$ cat src/rtl/core/egw_pkg.sv
// Shared types and constants for the Exp-Golomb bit writer.
package egw_pkg;

	localparam int unsigned WORD_W = 32;
	localparam int unsigned LEN_W  = 6;
	localparam int unsigned FILL_W = 5;
	localparam int unsigned CODE_W = 64;
	localparam int unsigned CLEN_W = 7;
	localparam int unsigned ACC_W  = 96;

	localparam logic [2:0] OP_BITS  = 3'd0;
	localparam logic [2:0] OP_UE    = 3'd1;
	localparam logic [2:0] OP_SE    = 3'd2;
	localparam logic [2:0] OP_ALIGN = 3'd3;
	localparam logic [2:0] OP_TRAIL = 3'd4;
	localparam logic [2:0] OP_FLUSH = 3'd5;

	localparam logic [LEN_W-1:0] FULL_WORD_BITS = 6'd32;

	typedef struct packed {
		logic [2:0]        opcode;
		logic [WORD_W-1:0] value;
		logic [LEN_W-1:0]  bit_length;
	} egw_cmd_t;

	typedef struct packed {
		logic [WORD_W-1:0] word;
		logic [LEN_W-1:0]  word_bits;
		logic              last;
		logic [WORD_W-1:0] total_bits;
		logic              error;
	} egw_res_t;

	// Bit string to append for one field, right-aligned in bits
	typedef struct packed {
		logic [CODE_W-1:0] bits;
		logic [CLEN_W-1:0] len;
		logic              error;
		logic              flush;
		logic              ignore;
	} egw_code_t;

	typedef struct packed {
		logic [1:0] count;
		egw_res_t   first;
		egw_res_t   second;
	} egw_push_t;

endpackage

$ cat src/rtl/core/exp_golomb_bit_writer.sv
// Exp-Golomb bit writer top level: command register, coder, packer, result queue.
//
// Commands enter on cmd (valid/ready) and carry one header field each: a
// fixed-length put, an unsigned or signed Exp-Golomb code, byte alignment,
// RBSP trailing bits or a flush. Results leave on res (valid/ready): one
// word of 32 packed bits MSB-first, the final partial word with last and
// the stream length on flush, or an error word for an unencodable value.
// A command is held in the command register, written by the packer into the
// result queue once that has room, and its first word is offered from there.
// Throughput: one command a cycle while the result queue has room; a
// command that fills two words pushes both at once, and the single result
// port hands them out in turn. A four entry result queue absorbs such bursts.
// Reset empties the stream (no pending bits, bit count zero) and the queue.
// When the receiver stalls the queue fills, the command register holds and
// cmd_ready drops until there is room for two more words.
module exp_golomb_bit_writer
	import egw_pkg::*;
(
	input  logic     clk,
	input  logic     arst_n,
	input  logic     cmd_valid,
	output logic     cmd_ready,
	input  egw_cmd_t cmd,
	output logic     res_valid,
	input  logic     res_ready,
	output egw_res_t res
);

	egw_cmd_t          cmd_s1;
	logic              valid_s1;
	logic              room;
	logic              step;
	logic [FILL_W-1:0] fill;
	egw_code_t         code;
	egw_push_t         push;

	assign step      = valid_s1 && room;
	assign cmd_ready = !valid_s1 || step;

	always_ff @(posedge clk) begin
		if (cmd_valid && cmd_ready) begin
			cmd_s1 <= cmd;
		end
	end

	always_ff @(posedge clk or negedge arst_n) begin
		if (!arst_n) begin
			valid_s1 <= 1'b0;
		end else if (cmd_ready) begin
			valid_s1 <= cmd_valid;
		end
	end

	egw_field_coder u_coder (
		.cmd  (cmd_s1),
		.fill (fill),
		.code (code)
	);

	egw_packer u_packer (
		.clk    (clk),
		.arst_n (arst_n),
		.step   (step),
		.code   (code),
		.fill   (fill),
		.push   (push)
	);

	egw_res_fifo u_fifo (
		.clk       (clk),
		.arst_n    (arst_n),
		.push      (push),
		.room      (room),
		.res_valid (res_valid),
		.res_ready (res_ready),
		.res       (res)
	);

`ifndef ASSERT_OFF
	a_hold_stalled: assert property (@(posedge clk) disable iff (!arst_n)
		(valid_s1 && !room) |=> (valid_s1 && $stable(cmd_s1)))
		else $error("stalled command lost");
`endif

endmodule

$ cat src/rtl/core/egw_field_coder.sv
// Field coder: turns one command into a bit string and its length.
module egw_field_coder
	import egw_pkg::*;
(
	input  egw_cmd_t          cmd,
	input  logic [FILL_W-1:0] fill,
	output egw_code_t         code
);

	logic [WORD_W-1:0] neg_value;
	logic              se_neg;
	logic [WORD_W-1:0] gcode;
	logic [4:0]        msb;
	logic [LEN_W-1:0]  fixed_len;
	logic [CODE_W-1:0] fixed_mask;
	logic [2:0]        off;
	logic [3:0]        left;

	assign neg_value = 32'd0 - cmd.value;
	assign se_neg    = cmd.value[WORD_W-1] || (cmd.value == 32'd0);
	assign off       = fill[2:0];
	assign left      = 4'd8 - {1'b0, off};
	assign fixed_len = (cmd.bit_length > FULL_WORD_BITS) ? FULL_WORD_BITS : cmd.bit_length;
	assign fixed_mask = (64'd1 << fixed_len) - 64'd1;

	// Golomb code word: value + 1 for unsigned, mapped value + 1 for signed
	always_comb begin
		if (cmd.opcode == OP_SE) begin
			gcode = se_neg ? {neg_value[WORD_W-2:0], 1'b1} : {cmd.value[WORD_W-2:0], 1'b0};
		end else begin
			gcode = cmd.value + 32'd1;
		end
	end

	always_comb begin
		msb = 5'd0;
		for (int i = 0; i < WORD_W; i++) begin
			if (gcode[i]) begin
				msb = 5'(i);
			end
		end
	end

	always_comb begin
		code = '0;
		unique case (cmd.opcode)
			OP_BITS: begin
				code.bits = {32'd0, cmd.value} & fixed_mask;
				code.len  = {1'b0, fixed_len};
			end
			OP_UE: begin
				code.error = (cmd.value == 32'hFFFF_FFFF);
				code.bits  = {32'd0, gcode};
				code.len   = {1'b0, msb, 1'b0} + 7'd1;
			end
			OP_SE: begin
				code.error = (cmd.value == 32'h8000_0000);
				code.bits  = {32'd0, gcode};
				code.len   = {1'b0, msb, 1'b0} + 7'd1;
			end
			OP_ALIGN: begin
				if (off != 3'd0) begin
					code.len  = {3'd0, left};
					code.bits = cmd.value[0] ? ((64'd1 << left) - 64'd1) : 64'd0;
				end
			end
			OP_TRAIL: begin
				// stop bit then zeros up to the byte boundary
				code.len  = {3'd0, left};
				code.bits = 64'd1 << (left - 4'd1);
			end
			OP_FLUSH: begin
				code.flush = 1'b1;
			end
			default: begin
				code.ignore = 1'b1;
			end
		endcase
	end

endmodule

$ cat src/rtl/core/egw_packer.sv
// Packer: holds the partial word and bit count, emits full words.
module egw_packer
	import egw_pkg::*;
(
	input  logic              clk,
	input  logic              arst_n,
	input  logic              step,
	input  egw_code_t         code,
	output logic [FILL_W-1:0] fill,
	output egw_push_t         push
);

	logic [WORD_W-1:0] partial_q;
	logic [FILL_W-1:0] fill_q;
	logic [WORD_W-1:0] total_q;

	logic [ACC_W-1:0]  acc;
	logic [ACC_W-1:0]  acc_hi;
	logic [ACC_W-1:0]  acc_lo;
	logic [CLEN_W-1:0] sum;
	logic [FILL_W-1:0] rest;
	logic [1:0]        nwords;
	logic [WORD_W:0]   total_sum;
	logic [WORD_W-1:0] total_next;
	logic [WORD_W-1:0] partial_next;
	egw_res_t          word_hi;
	egw_res_t          word_lo;
	egw_res_t          flush_res;
	egw_res_t          err_res;

	assign fill = fill_q;

	assign acc    = ({64'd0, partial_q} << code.len) | {32'd0, code.bits};
	assign sum    = {2'd0, fill_q} + code.len;
	assign rest   = sum[FILL_W-1:0];
	assign nwords = sum[CLEN_W-1:FILL_W];
	assign acc_hi = acc >> ({2'd0, rest} + 7'd32);
	assign acc_lo = acc >> rest;
	assign partial_next = acc[WORD_W-1:0] & ((32'd1 << rest) - 32'd1);

	assign total_sum  = {1'b0, total_q} + {26'd0, code.len};
	assign total_next = total_sum[WORD_W] ? 32'hFFFF_FFFF : total_sum[WORD_W-1:0];

	always_comb begin
		word_hi = '0;
		word_hi.word      = acc_hi[WORD_W-1:0];
		word_hi.word_bits = FULL_WORD_BITS;
		word_lo = '0;
		word_lo.word      = acc_lo[WORD_W-1:0];
		word_lo.word_bits = FULL_WORD_BITS;
		flush_res = '0;
		flush_res.word       = partial_q << (6'd32 - {1'b0, fill_q});
		flush_res.word_bits  = {1'b0, fill_q};
		flush_res.last       = 1'b1;
		flush_res.total_bits = total_q;
		err_res = '0;
		err_res.error = 1'b1;
	end

	always_comb begin
		push = '0;
		if (step) begin
			priority if (code.ignore) begin
				push.count = 2'd0;
			end else if (code.error) begin
				push.count = 2'd1;
				push.first = err_res;
			end else if (code.flush) begin
				push.count = 2'd1;
				push.first = flush_res;
			end else if (nwords == 2'd2) begin
				push.count  = 2'd2;
				push.first  = word_hi;
				push.second = word_lo;
			end else begin
				push.count = nwords;
				push.first = word_lo;
			end
		end
	end

	always_ff @(posedge clk or negedge arst_n) begin
		if (!arst_n) begin
			partial_q <= '0;
			fill_q    <= '0;
			total_q   <= '0;
		end else if (step && !code.ignore && !code.error) begin
			if (code.flush) begin
				partial_q <= '0;
				fill_q    <= '0;
				total_q   <= '0;
			end else begin
				partial_q <= partial_next;
				fill_q    <= rest;
				total_q   <= total_next;
			end
		end
	end

`ifndef ASSERT_OFF
	a_flush_clears: assert property (@(posedge clk) disable iff (!arst_n)
		(step && code.flush && !code.ignore && !code.error) |=> (fill_q == '0 && total_q == '0))
		else $error("flush did not start a new stream");
	a_two_full: assert property (@(posedge clk) disable iff (!arst_n)
		(push.count == 2'd2) |->
		(push.first.word_bits == FULL_WORD_BITS && push.second.word_bits == FULL_WORD_BITS))
		else $error("double push with a partial word");
`endif

endmodule

$ cat src/rtl/core/egw_res_fifo.sv
// Result queue: four entries, up to two pushes and one pop a cycle.
module egw_res_fifo
	import egw_pkg::*;
(
	input  logic      clk,
	input  logic      arst_n,
	input  egw_push_t push,
	output logic      room,
	output logic      res_valid,
	input  logic      res_ready,
	output egw_res_t  res
);

	egw_res_t   mem [4];
	logic [1:0] wr_ptr_q;
	logic [1:0] rd_ptr_q;
	logic [2:0] count_q;
	logic       pop;

	assign room      = (count_q <= 3'd2);
	assign res_valid = (count_q != 3'd0);
	assign res       = mem[rd_ptr_q];
	assign pop       = res_valid && res_ready;

	always_ff @(posedge clk) begin
		if (push.count != 2'd0) begin
			mem[wr_ptr_q] <= push.first;
		end
		if (push.count == 2'd2) begin
			mem[wr_ptr_q + 2'd1] <= push.second;
		end
	end

	always_ff @(posedge clk or negedge arst_n) begin
		if (!arst_n) begin
			wr_ptr_q <= '0;
			rd_ptr_q <= '0;
			count_q  <= '0;
		end else begin
			wr_ptr_q <= wr_ptr_q + push.count;
			rd_ptr_q <= rd_ptr_q + {1'b0, pop};
			count_q  <= count_q + {1'b0, push.count} - {2'd0, pop};
		end
	end

`ifndef ASSERT_OFF
	a_no_overflow: assert property (@(posedge clk) disable iff (!arst_n)
		count_q <= 3'd4)
		else $error("result queue overflow");
	a_push_room: assert property (@(posedge clk) disable iff (!arst_n)
		(push.count != 2'd0) |-> (count_q <= 3'd2))
		else $error("push without room for two words");
`endif

endmodule

$ cat config.mk
export PLATFORM = sky130hd
export DESIGN_NAME = exp_golomb_bit_writer
export DESIGN_NICKNAME = d
export VERILOG_FILES = /design/src/rtl/core/egw_pkg.sv /design/src/rtl/core/exp_golomb_bit_writer.sv /design/src/rtl/core/egw_field_coder.sv /design/src/rtl/core/egw_packer.sv /design/src/rtl/core/egw_res_fifo.sv
export SDC_FILE = /design/constraint.sdc
export NUM_CORES = 2
export LEC_CHECK = 0
export ABC_CLOCK_PERIOD_IN_PS = 9400
export BUFFER_PORTS_ARGS = -buffer_cell sky130_fd_sc_hd__buf_2
export CORE_MARGIN = 1.5
export CORE_UTILIZATION = 45
export CTS_CLUSTER_SIZE = 28
export DETAILED_ROUTE_END_ITERATION = 12
export HOLD_SLACK_MARGIN = 0.08
export PLACE_DENSITY_LB_ADDON = 0.1
export SETUP_SLACK_MARGIN = 0.3
export SYNTH_ARGS = -nofsm -noshare
export SYNTH_HDL_FRONTEND = slang
export SYNTH_SLANG_ARGS = --single-unit
$ cat constraint.sdc
create_clock -name clk -period 9.4 [get_ports clk]
set_input_delay 1.41 -clock clk [delete_from_list [all_inputs] [get_ports clk]]
set_output_delay 1.41 -clock clk [all_outputs]
set_load 0.01 [all_outputs]
==> impl_results.rst <==
.. list-table::
   :header-rows: 1

   * - Metric
     - Value
   * - Level count of the clock H-tree
     - 2
   * - Number of standard cells after synthesis
     - approximately 4.6k
   * - Multi-input gate area
     - 25500 sq um
   * - Count of input and output buffers
     - 118
   * - Sequential-to-total area share from yosys stat
     - 27.4%
   * - CTS tree
     - yes
   * - Cell with the biggest individual delay on the critical path
     - nor3_1
   * - Vertical die dimension
     - just under 300 um
   * - Kind of cell adding the most delay to the critical path
     - compound AO/OA/AOI/OAI gates
   * - Wire length of the first global-routing pass
     - roughly 300 mm
   * - Worst Hold Margin
     - 0.455 ns
   * - Most frequent standard cell in the layout excluding fill and tap cells
     - nor2_1
   * - Buffer depth of the longest clock path
     - 3
   * - Die Span X
     - 291 um
   * - Netlist cell types
     - 128
   * - Pin count of the biggest net entering global routing
     - 101
   * - CTS Sinks
     - between 400 and 500
   * - WP data arrival
     - 9.58 ns
   * - Violation count after the first detailed-routing iteration
     - between 7k and 8k
   * - Max-slew headroom
     - 3.90%
   * - Total standard cell area after synthesis
     - approximately 37000 sq um
   * - Final weighted congestion of routability-driven global placement
     - 1.11
   * - Die area
     - ~85000 sq um
   * - Number of primary I/O pins
     - 119
   * - Number of global-route vias before repair
     - 41.0k
   * - Remaining antenna violation count
     - 0
   * - Yosys warning total
     - 0
   * - Buffering stage count on the worst path with inverters included
     - 6
   * - Number of antenna violations at the first check in global routing
     - 6
   * - Synth Register Bits
     - a little over 400
   * - Layout cells sized above 1
     - between 20% and 30%
   * - Number of setup violations in the final report
     - 0
   * - Final hold violation count
     - 0
   * - Vias
     - roughly 44k
   * - Layout fillers
     - around 7.8k
   * - WL met2
     - 87.5 mm
   * - Endpoint type of the worst setup path
     - flip-flop
   * - Top library cells by usage in the layout, fill and taps aside
     - nor2_1, nand2_1, buf_4
   * - Worst path most repeated cell
     - buf_4
   * - Fin. max-slew vios
     - 0
   * - Fraction of registers with async set/reset
     - between 10% and 20%
   * - Least-Margin Pin Slew
     - 1.43 ns
   * - Number of placement rows
     - 105
   * - Sequential cell area in the final layout
     - 10300 sq um
   * - Fmax achieved
     - roughly 0.11 GHz
   * - Clock insertion delay at the later pin of the skew report
     - 0.63 ns
   * - Placement-stage worst setup slack
     - 0.789 ns
   * - Root cell of the clock tree
     - clkbuf_16
   * - Max stage delay on crit path
     - just over 0.9 ns
   * - Core region area
     - 82100 sq um
   * - Required time at the endpoint of the critical path
     - 9.88 ns
   * - Category of the critical setup timing path
     - flip-flop to flip-flop
   * - Final worst setup slack
     - 0.296 ns
   * - Detailed Place HPWL
     - ~160 mm
   * - Starting utilization of the core area
     - 45.5%
   * - Routed wire length per instance
     - 35.7 um
   * - Num CTS Buffers
     - 45
   * - Portion of the clock cycle consumed by the worst path in the final layout
     - 96.9%
   * - Setup repair after global routing missed its margin
     - false
   * - Prevailing post-synth register cell
     - edfxtp_1
   * - Crit path time final
     - roughly 9.1 ns
   * - MaxCap Viol Count
     - 0
   * - Run status
     - finished, final reports clean
   * - DRC violations left
     - 0
   * - Iteration count of the initial detailed-routing pass
     - 7
   * - Layout Area Growth over Synthesis
     - 15.6%
   * - Hold crit path type
     - flip-flop to flip-flop
   * - Total grt overflow
     - 0
   * - Clock slew at reported path FFs
     - roughly 0.06 ns
   * - Synthesized netlist net count
     - 4722
   * - Crit path launch type
     - flip-flop
   * - Final layout net count
     - 4922
   * - Metal-1 WL
     - 78.1 mm
   * - Met3 Wirelength
     - 26.6 mm
   * - Mean instance size in the synthesized netlist
     - approximately 8.0 sq um
   * - Routed Wire Length
     - 213 mm
   * - Global-route total usage across every layer
     - 48.6%
   * - Chain of cells forming the critical path
     - or4_4 > or3_1 > o41ai_4 > buf_4 > nand4_1 > nand4_1 > a21o_1 > buf_4 > o211a_1 > a21oi_1 > buf_4 > nor3_1 > a2111oi_1 > nor4_4 > a211oi_1 > a311oi_1 > buf_4 > mux2i_1 > o211ai_1 > a222oi_1 > buf_4 > o21bai_1 > buf_4 > a22o_1
   * - Detailed-route vias per instance
     - 7.44
   * - Highest layer used for signal routing
     - met5
   * - Critical path peak fanout
     - 18
   * - Hold buffers post-CTS
     - 0
   * - Number of synthesized flops with an enable pin
     - 173
   * - Final total negative setup slack
     - 0 ns
   * - Final worst clock skew
     - 0.0280 ns
-- worst min-delay path, cell delays in order, from the launching register on --
cell	delay, ns
dfxtp_1	0.31
nand2_1	0.05
a21oi_1	0.05
-- metrics by stage --
step | instance area, sq um | std cells | util (%)
floorplan | 37400 | 4646 | -
global placement | 41600 | 5866 | 50.6
detailed placement | 41600 | 5866 | 50.6
CTS | 43200 | 5948 | 52.6
global route | 43200 | 5952 | 52.6
finish | 43200 | 5956 | 52.6
-- synthesized netlist by cell type, types with 34 or more instances --
master | instances | area (sq um)
inv_1 | 43 | 161
nor3_1 | 180 | 901
clkbuf_1 | 316 | 1190
buf_1 | 54 | 203
nor4_1 | 54 | 338
and2_1 | 34 | 213
o21ai_0 | 297 | 1490
dfxtp_1 | 156 | 3120
o211ai_1 | 76 | 571
nand4_1 | 53 | 332
a211oi_1 | 79 | 593
nand2_1 | 474 | 1780
o22ai_1 | 81 | 507
mux4_2 | 116 | 2610
dfrtp_1 | 77 | 1930
a21oi_1 | 361 | 1810
nand3_1 | 194 | 971
nor2_1 | 538 | 2020
o221ai_1 | 52 | 455
a221oi_1 | 45 | 394
a22oi_1 | 61 | 458
o31ai_1 | 53 | 398
mux2_2 | 49 | 552
buf_2 | 37 | 185
edfxtp_1 | 173 | 5190
a31oi_1 | 67 | 419
mux2i_1 | 129 | 1290
-- layer usage --
layer	up-vias	GRT usage, %
met2	3699	71.2
met4	6	36.4
met5	-	0
met1	21100	61.0
met3	965	13.5
li1	18500	-
-- cells by family (layout without fill, tap and decap cells) --
kind of cell,after synthesis,count (layout),share of synthesized area (%)
and+or+nand+nor,1712,1712,21.2
adders and majority gates,31,31,1.10
AOI/OAI and AO/OA,1676,1676,31.9
muxes,297,297,12.0
xor gates and xnor gates,51,51,1.20
other,0,5,0
buffers and inverters,473,708,5.11
DFF,406,406,27.4
-- path summary, 6_finish.rpt --
check                           slack [ns]  depth (start not counted)              from                   end
worst max-delay path                  0.30                         24        cmd_s1[22]     u_fifo.mem[3][49]
worst max register to register        0.30                         24        cmd_s1[22]     u_fifo.mem[3][49]
max in group asynchronous             7.49                          2            arst_n    u_fifo.rd_ptr_q[0]
min in group asynchronous             0.73                          1            arst_n  u_packer.total_q[12]
worst min register to register        0.45                          2  u_fifo.mem[1][0]      u_fifo.mem[1][0]
worst min-delay path                  0.45                          2  u_fifo.mem[1][0]      u_fifo.mem[1][0]
-- repair_timing --
| action | in CTS | in global routing |
|---|---|---|
| buffers inserted | 0 | 1 |
| setup endpoints to repair | 0 | 53 |
| resized for setup | 0 | 1 |
-- cell type report --
type,instances,share of cell area (%)
clock buffer,63,3.05
sequential,406,23.7
multi-input combinational,3767,59.0
antenna,5,0.0290
tap,1070,3.10
clock inverter,19,0.649
timing repair buffer,574,9.94
inverter,52,0.458
-- flip-flops by register name, indices dropped and copies added, names as in the netlist --
signal	count
cmd_s1	41
u_fifo.rd_ptr_q	2
u_fifo.wr_ptr_q	2
u_fifo.count_q	3
u_packer.fill	5
valid_s1	1
u_packer.partial_q	32
u_fifo.mem	288
u_packer.total_q	32
Power is not shown: default switching activity piles up to over one toggle a cycle in this logic, so the estimate is an artifact.
